$ cat src/sv/qst_pkg.sv
// Shared constants and types for the smallest-three quaternion decoder.
// No dependencies.
package qst_pkg;

  localparam int unsigned CODE_SPAN   = 5793;
  localparam int unsigned CODE_MAX    = 1023;
  localparam int unsigned CODE_OFFSET = 2896;
  localparam int unsigned Q12_ONE     = 4096;

  localparam int unsigned CODE_W  = 10;
  localparam int unsigned PROD_W  = 23;
  localparam int unsigned VAL_W   = 13;
  localparam int unsigned MAG_W   = 12;
  localparam int unsigned SQ_W    = 12;
  localparam int unsigned SUM_W   = 13;
  localparam int unsigned ROOT_W  = 25;
  localparam int unsigned COMP_W  = 14;

  // radicand is at most 2^24, so the root walks bit positions 24, 22 .. 0
  localparam int unsigned ROOT_STEPS = 13;
  localparam logic [ROOT_W-1:0] ROOT_BIT0 = ROOT_W'(1) << (2 * (ROOT_STEPS - 1));

  typedef logic signed [VAL_W-1:0] val_t;

  typedef struct packed {
    logic [1:0]        largest;
    val_t              v0;
    val_t              v1;
    val_t              v2;
    logic [ROOT_W-1:0] rem;
    logic [ROOT_W-1:0] res;
    logic [ROOT_W-1:0] step_bit;
  } root_item_t;

endpackage

$ cat src/sv/qst_front.sv
// Front pipeline: code expansion, scaling by 5793/1023, squaring and radicand.
// Four register stages with per-stage valid/ready. Uses qst_pkg.
module qst_front (
  input  logic                   clk,
  input  logic                   rst_n,
  input  logic                   in_valid,
  output logic                   in_ready,
  input  logic [15:0]            in_packed_high,
  input  logic [15:0]            in_packed_low,
  output logic                   out_valid,
  input  logic                   out_ready,
  output qst_pkg::root_item_t    out_item
);

  logic                                      s1_v_r, s2_v_r, s3_v_r, s4_v_r;
  logic                                      rdy1, rdy2, rdy3, rdy4;
  logic [1:0]                                s1_largest_r, s2_largest_r, s3_largest_r;
  logic [2:0][qst_pkg::PROD_W-1:0]           s1_prod_r;
  logic [2:0][qst_pkg::CODE_W-1:0]           codes;
  qst_pkg::val_t                             s2_val_r [3];
  qst_pkg::val_t                             s3_val_r [3];
  logic [2:0][qst_pkg::SQ_W-1:0]             s3_sq_r;
  logic [2:0][qst_pkg::PROD_W:0]             est_sum;
  logic [2:0][qst_pkg::VAL_W-1:0]            est;
  logic [2:0][qst_pkg::PROD_W:0]             rem;
  logic [2:0][qst_pkg::VAL_W-1:0]            quot;
  logic [2:0][qst_pkg::VAL_W-1:0]            neg;
  logic [2:0][qst_pkg::MAG_W-1:0]            mag;
  logic [qst_pkg::SUM_W-1:0]                 sq_sum;
  logic [qst_pkg::SUM_W-1:0]                 rad;
  qst_pkg::root_item_t                       s4_item_r;

  assign rdy4     = !s4_v_r || out_ready;
  assign rdy3     = !s3_v_r || rdy4;
  assign rdy2     = !s2_v_r || rdy3;
  assign rdy1     = !s1_v_r || rdy2;
  assign in_ready = rdy1;

  assign codes[0] = in_packed_high[13:4];
  assign codes[1] = {in_packed_high[3:0], in_packed_low[15:10]};
  assign codes[2] = in_packed_low[9:0];

  // floor(p/1023): underestimate by (p + p>>10)>>10, then one correction
  always_comb begin
    for (int i = 0; i < 3; i++) begin
      est_sum[i] = {1'b0, s1_prod_r[i]} + (qst_pkg::PROD_W+1)'(s1_prod_r[i][qst_pkg::PROD_W-1:10]);
      est[i]     = est_sum[i][qst_pkg::PROD_W-1:10];
      rem[i]     = {1'b0, s1_prod_r[i]} + (qst_pkg::PROD_W+1)'(est[i])
                   - (qst_pkg::PROD_W+1)'({est[i], 10'b0});
      quot[i]    = (rem[i] >= (qst_pkg::PROD_W+1)'(qst_pkg::CODE_MAX)) ? est[i] + 1'b1 : est[i];
      neg[i]     = -s2_val_r[i];
      mag[i]     = s2_val_r[i][qst_pkg::VAL_W-1] ? neg[i][qst_pkg::MAG_W-1:0]
                                                 : s2_val_r[i][qst_pkg::MAG_W-1:0];
    end
  end

  always_comb begin
    sq_sum = qst_pkg::SUM_W'(s3_sq_r[0]) + qst_pkg::SUM_W'(s3_sq_r[1])
           + qst_pkg::SUM_W'(s3_sq_r[2]);
    if (sq_sum >= qst_pkg::SUM_W'(qst_pkg::Q12_ONE)) begin
      rad = '0;
    end else begin
      rad = qst_pkg::SUM_W'(qst_pkg::Q12_ONE) - sq_sum;
    end
  end

  always_ff @(posedge clk) begin
    if (!rst_n) begin
      s1_v_r <= 1'b0;
      s2_v_r <= 1'b0;
      s3_v_r <= 1'b0;
      s4_v_r <= 1'b0;
    end else begin
      if (rdy1) begin
        s1_v_r <= in_valid;
      end
      if (rdy2) begin
        s2_v_r <= s1_v_r;
      end
      if (rdy3) begin
        s3_v_r <= s2_v_r;
      end
      if (rdy4) begin
        s4_v_r <= s3_v_r;
      end
    end
  end

  always_ff @(posedge clk) begin
    if (in_valid && rdy1) begin
      s1_largest_r <= in_packed_high[15:14];
      for (int i = 0; i < 3; i++) begin
        s1_prod_r[i] <= qst_pkg::PROD_W'(codes[i]) * qst_pkg::PROD_W'(qst_pkg::CODE_SPAN);
      end
    end
    if (s1_v_r && rdy2) begin
      s2_largest_r <= s1_largest_r;
      for (int i = 0; i < 3; i++) begin
        s2_val_r[i] <= quot[i] - qst_pkg::VAL_W'(qst_pkg::CODE_OFFSET);
      end
    end
    if (s2_v_r && rdy3) begin
      s3_largest_r <= s2_largest_r;
      for (int i = 0; i < 3; i++) begin
        s3_val_r[i] <= s2_val_r[i];
        s3_sq_r[i]  <= qst_pkg::SQ_W'((24'(mag[i]) * 24'(mag[i])) >> 12);
      end
    end
    if (s3_v_r && rdy4) begin
      s4_item_r.largest  <= s3_largest_r;
      s4_item_r.v0       <= s3_val_r[0];
      s4_item_r.v1       <= s3_val_r[1];
      s4_item_r.v2       <= s3_val_r[2];
      s4_item_r.rem      <= {rad, 12'b0};
      s4_item_r.res      <= '0;
      s4_item_r.step_bit <= qst_pkg::ROOT_BIT0;
    end
  end

  assign out_valid = s4_v_r;
  assign out_item  = s4_item_r;

endmodule

$ cat src/sv/qst_root_cell.sv
// One step of the digit-by-digit square root, with its own item register.
// Carries the decoded components alongside. Uses qst_pkg.
module qst_root_cell (
  input  logic                   clk,
  input  logic                   rst_n,
  input  logic                   in_valid,
  output logic                   in_ready,
  input  qst_pkg::root_item_t    in_item,
  output logic                   out_valid,
  input  logic                   out_ready,
  output qst_pkg::root_item_t    out_item
);

  logic                        v_r;
  qst_pkg::root_item_t         item_r;
  qst_pkg::root_item_t         item_nxt;
  logic [qst_pkg::ROOT_W:0]    trial;

  assign in_ready = !v_r || out_ready;

  always_comb begin
    item_nxt = in_item;
    trial    = {1'b0, in_item.res} + {1'b0, in_item.step_bit};
    if ({1'b0, in_item.rem} >= trial) begin
      item_nxt.rem = in_item.rem - trial[qst_pkg::ROOT_W-1:0];
      item_nxt.res = (in_item.res >> 1) + in_item.step_bit;
    end else begin
      item_nxt.res = in_item.res >> 1;
    end
    item_nxt.step_bit = in_item.step_bit >> 2;
  end

  always_ff @(posedge clk) begin
    if (!rst_n) begin
      v_r <= 1'b0;
    end else if (in_ready) begin
      v_r <= in_valid;
    end
  end

  always_ff @(posedge clk) begin
    if (in_valid && in_ready) begin
      item_r <= item_nxt;
    end
  end

  assign out_valid = v_r;
  assign out_item  = item_r;

endmodule

$ cat src/sv/quaternion_smallest_three_unpack_core.sv
// Smallest-three quaternion decoder: one 32-bit packed word in, four Q12 components out.
// Accepts one item every cycle unless output stalls back up the pipeline; each item
// passes through four front stages (scale, divide, square, radicand) and a chain of 13
// square-root cells, one cell per root bit. Every register stage has its own valid and
// ready, so an empty stage takes the next item even while the output waits.
// Depends on qst_pkg, qst_front and qst_root_cell.
module quaternion_smallest_three_unpack_core (
  input  logic                                clk,
  input  logic                                rst_n,
  input  logic                                in_valid,
  output logic                                in_ready,
  input  logic [15:0]                         in_packed_high,
  input  logic [15:0]                         in_packed_low,
  output logic                                out_valid,
  input  logic                                out_ready,
  output logic signed [qst_pkg::COMP_W-1:0]   out_comp0,
  output logic signed [qst_pkg::COMP_W-1:0]   out_comp1,
  output logic signed [qst_pkg::COMP_W-1:0]   out_comp2,
  output logic signed [qst_pkg::COMP_W-1:0]   out_comp3
);

  logic [qst_pkg::ROOT_STEPS:0]               chain_v;
  logic [qst_pkg::ROOT_STEPS:0]               chain_rdy;
  qst_pkg::root_item_t                        chain_item [qst_pkg::ROOT_STEPS+1];
  qst_pkg::root_item_t                        last;
  logic [3:0][qst_pkg::COMP_W-1:0]            comp;
  logic [1:0]                                 slot_off;

  qst_front u_front (
    .clk            (clk),
    .rst_n          (rst_n),
    .in_valid       (in_valid),
    .in_ready       (in_ready),
    .in_packed_high (in_packed_high),
    .in_packed_low  (in_packed_low),
    .out_valid      (chain_v[0]),
    .out_ready      (chain_rdy[0]),
    .out_item       (chain_item[0])
  );

  for (genvar g = 0; g < qst_pkg::ROOT_STEPS; g++) begin : g_root
    qst_root_cell u_cell (
      .clk       (clk),
      .rst_n     (rst_n),
      .in_valid  (chain_v[g]),
      .in_ready  (chain_rdy[g]),
      .in_item   (chain_item[g]),
      .out_valid (chain_v[g+1]),
      .out_ready (chain_rdy[g+1]),
      .out_item  (chain_item[g+1])
    );
  end

  assign last                            = chain_item[qst_pkg::ROOT_STEPS];
  assign out_valid                       = chain_v[qst_pkg::ROOT_STEPS];
  assign chain_rdy[qst_pkg::ROOT_STEPS]  = out_ready;

  // slot s gets the root when s == largest, else code (s - largest - 1)
  always_comb begin
    for (int s = 0; s < 4; s++) begin
      slot_off = 2'(s) - last.largest;
      case (slot_off)
        2'd0:    comp[s] = {1'b0, last.res[qst_pkg::COMP_W-2:0]};
        2'd1:    comp[s] = {last.v0[qst_pkg::VAL_W-1], last.v0};
        2'd2:    comp[s] = {last.v1[qst_pkg::VAL_W-1], last.v1};
        default: comp[s] = {last.v2[qst_pkg::VAL_W-1], last.v2};
      endcase
    end
  end

  assign out_comp0 = comp[0];
  assign out_comp1 = comp[1];
  assign out_comp2 = comp[2];
  assign out_comp3 = comp[3];

endmodule

$ cat config.mk
export PLATFORM = sky130hd
export DESIGN_NAME = quaternion_smallest_three_unpack_core
export DESIGN_NICKNAME = d
export VERILOG_FILES = /design/src/sv/qst_pkg.sv /design/src/sv/qst_front.sv /design/src/sv/qst_root_cell.sv /design/src/sv/quaternion_smallest_three_unpack_core.sv
export SDC_FILE = /design/constraint.sdc
export NUM_CORES = 2
export LEC_CHECK = 0
export BUFFER_PORTS_ARGS = -buffer_cell sky130_fd_sc_hd__buf_2
export CAP_MARGIN = 20
export CORE_MARGIN = 5
export CORE_UTILIZATION = 35
export CTS_CLUSTER_DIAMETER = 200
export DETAILED_ROUTE_END_ITERATION = 12
export PLACE_DENSITY = 0.47
export SETUP_SLACK_MARGIN = 0.2
export SKIP_CTS_REPAIR_TIMING = 1
export SLEW_MARGIN = 20
export SYNTH_ARGS = -nofsm -noshare
export SYNTH_HDL_FRONTEND = slang
export SYNTH_SLANG_ARGS = --single-unit
$ cat constraint.sdc
create_clock -name clk -period 11.2 [get_ports clk]
set_input_delay 2.24 -clock clk [delete_from_list [all_inputs] [get_ports clk]]
set_output_delay 2.24 -clock clk [all_outputs]
set_load 0.05 [all_outputs]
==> results.yml <==
sta:
  slew_violations: 0
  worst_pin_slew_ns: 0.9466
  hold_viol: 0
  min_period_ns: 8.602
  final.setup.tns_ns: 0
  setup_violations: 0
  rsz0062_at_grt: "no"
  maxSlewHeadroom_pct: 36.72
  fin_crit_sh_pct: 76.80
  clock.fmax_mhz: 116.3
  fin_worst_skew_ns: 0.03583
logic_synthesis:
  synth.area.top_cells: "edfxtp_1 (50%), ha_1 (12%), fa_1 (10%)"
  synthFlopType: "edfxtp_1"
  avgSynthCellArea_um2: 12.68
  yosysTopAreaCellShare_pct: 49.52
  syn_area_um2: 63550
  netlist_instances: 5012
  synth_warnings: 0
  synth-edff-count: 1048
  synth_top_cell_by_area: "edfxtp_1"
  async_flop_share_pct: 0
  postSynthNetCount: 5996
  yosys.cell_types.count: 112
  ys_seq_area_share_pct: 50.05
  synth-seq-cells: 1065
routing:
  wl_per_cell_um: 15.37
  routed_via_density: 4.720
  drt_pre_antenna_iters: 7
  drc: 0
  postRouteAntennaNets: 0
  routed_wl_um: 117300
  vias: 36030
  drt_iter0_drc: 1862
setup_path:
  setup.worst_path.end_class: "output pin"
  slowest_delay_ns: 0.50
  cp_cell_sequence: "buf_2 -> nor2b_1 -> and3_1 -> and3_1 -> and2_1 -> and3_1 -> and3_1 -> and2_0 -> nand3_1 -> nor2_1 -> and3_1 -> nand2_1 -> buf_2"
  crit_type: "input pin to output pin"
  required_ns: 8.96
  cpMostUsedCell: "and3_1"
  slowest_stage: "and2_0"
  critPathMaxFanout: 6
  start_kind: "input pin"
  cp_data_arrival_time_ns: 6.36
finish:
  nets: 6150
  drive_gt1_share_pct: 8.801
  areaGrowthSynthToFinish_pct: 11.35
  final_cells: 7632
clocking:
  cts_buffers: 112
  clkTransAtPathRegs_ns: 0.06
  cts_buffer_depth: 3
  tritoncts: "built"
  cts_sinks: 1065
  worstSkewPairLatency_ns: 0.71
  htree_levels: 3
  cts-root-buf: "clkbuf_16"
floorplan:
  die_w_um: 436.1
  die_area_um2: 190200
  start_util_pct: 35.16
  rows: 156
  core-area_um2: 180700
  die_h_um: 436.1
  ios: 94
min_path:
  holdCritPathClass: "flop to flop"
grt:
  grt.total_usage_pct: 12.50
  globalRouteOverflowTotal: 0
  antenna_found_initial: 3
  grt_pass1_wl_um: 196200
  grt_max_degree: 64
  grt_pass1_vias: 37010
status:
  outcome: "finished clean"
placement:
  place_hpwl_um: 91030
  place_congestion: 0.8148
  io_buffers: 93
  place.detailed.instances: 7421
job:
  cap_viol_max_count: 0
-- worst paths after layout --
| path | from | to | slack [ns] | cells past startpoint |
|---|---|---|---|---|
| min | g_root[5].u_cell.out_item[93] | g_root[6].u_cell.out_item[93] | 0.40 | 0 |
| max reg2reg | u_front.s1_prod_r[41] | u_front.s2_val_r[0][24] | 2.97 | 29 |
| min reg2reg | g_root[5].u_cell.out_item[93] | g_root[6].u_cell.out_item[93] | 0.40 | 0 |
| max | out_ready | in_ready | 2.60 | 13 |
-- cell families (layout without fill, tap and decap cells) --
logic type	after synthesis	count (layout)	share of synthesized area, %
AND/OR/NAND/NOR	1049	1049	8.105
other	1	2	0.005901
flip-flops	1065	1065	50.05
XOR/XNOR	338	338	4.670
multiplexers	92	92	2.441
buffers and inverters	811	1060	4.835
adder cells (fa/ha/maj)	948	948	22.46
AO/OA/AOI/OAI	708	708	7.434
-- cells in the mapped netlist (all sizes together) (34+ instances only) --
| cell type | instances |
|---|---|
| inv | 712 |
| nor3 | 76 |
| fa | 321 |
| clkbuf | 81 |
| ha | 627 |
| o21ai | 115 |
| nor2 | 380 |
| a21oi | 218 |
| o21a | 63 |
| xor2 | 103 |
| a21o | 56 |
| and3 | 36 |
| nor4 | 34 |
| xnor2 | 235 |
| nand2b | 55 |
| edfxtp | 1048 |
| mux4 | 48 |
| o21bai | 52 |
| nor2b | 56 |
| nand2 | 187 |
| nand3 | 70 |
-- metrics by stage --
step / instance area, um2 / setup slack (ns) / utilization, % / hold slack [ns]
2_1_floorplan: 63550 / 1.240 / - / 0.4003
5_1_grt: 70760 / 2.251 / 39.15 / 0.3897
3_3_place_gp: 67090 / 2.599 / 37.12 / 0.4000
3_5_place_dp: 67090 / 2.531 / 37.12 / 0.4045
4_1_cts: 70740 / 2.534 / 39.14 / 0.3826
6_report: 70770 / 2.598 / 39.15 / 0.3955
-- flip-flops by register name (all words and copies together), names as in the netlist, 2 cells and up --
| signal | flops |
|---|---|
| g_root.u_cell.out_item | 805 |
| g_root.u_cell.out_valid | 13 |
| u_front.out_item | 54 |
| u_front.s1_largest_r | 2 |
| u_front.s1_prod_r | 69 |
| u_front.s2_largest_r | 2 |
| u_front.s2_val_r | 39 |
| u_front.s3_largest_r | 2 |
| u_front.s3_sq_r | 36 |
| u_front.s3_val_r | 39 |
-- routing by layer --
metal / vias to the layer above / wire length (um) / track usage, % / part of all wire (%)
met5: - / 13 / 0 / 0.011
met4: 2 / 2295 / 2.628 / 2.0
met3: 156 / 4284 / 2.103 / 3.7
met2: 509 / 55760 / 21.13 / 48
met1: 17320 / 54950 / 16.98 / 47
li1: 18040 / - / - / -
-- critical path: cells and delay by family --
family                 cells  cell delay, ns
buffers and inverters      2            0.32
and+or+nand+nor           11            3.78
-- area by class of cell --
type | instances | area [um2]
sequential | 1065 | 31810
clock inverter | 72 | 685.7
tap | 2370 | 2965
multi-input combinational | 3136 | 28860
antenna | 1 | 2.502
inverter | 713 | 2676
fill | 17290 | 110000
timing repair buffer | 138 | 803.3
clock buffer | 137 | 2960
-- layout by cell type (no fill, tap or decap), types with 11 or more instances in the layout --
cell type	n
o21bai_1	51
clkbuf_16	115
nor4_1	30
o21a_1	63
mux2i_1	20
nand4_1	24
o211ai_1	17
nor2_1	379
mux2_2	24
or3_1	27
a21oi_1	214
and2_1	23
o21ai_0	106
nand3_1	69
buf_2	93
o31ai_1	20
a31oi_1	20
nand2b_1	54
clkinv_2	15
or2_2	28
ha_1	627
edfxtp_1	1048
mux4_2	48
nand2_1	186
xor2_1	102
clkbuf_1	22
inv_1	708
nor2b_1	47
and3_1	36
dfxtp_1	17
a211oi_1	11
fa_1	321
nor3_1	74
buf_4	45
clkinv_1	32
xnor2_1	232
or4_1	12
a21o_1	56
Power is left out: the tool's default activity adds up to more than one toggle a clock period on the data nets, which glitch-free logic cannot reach.
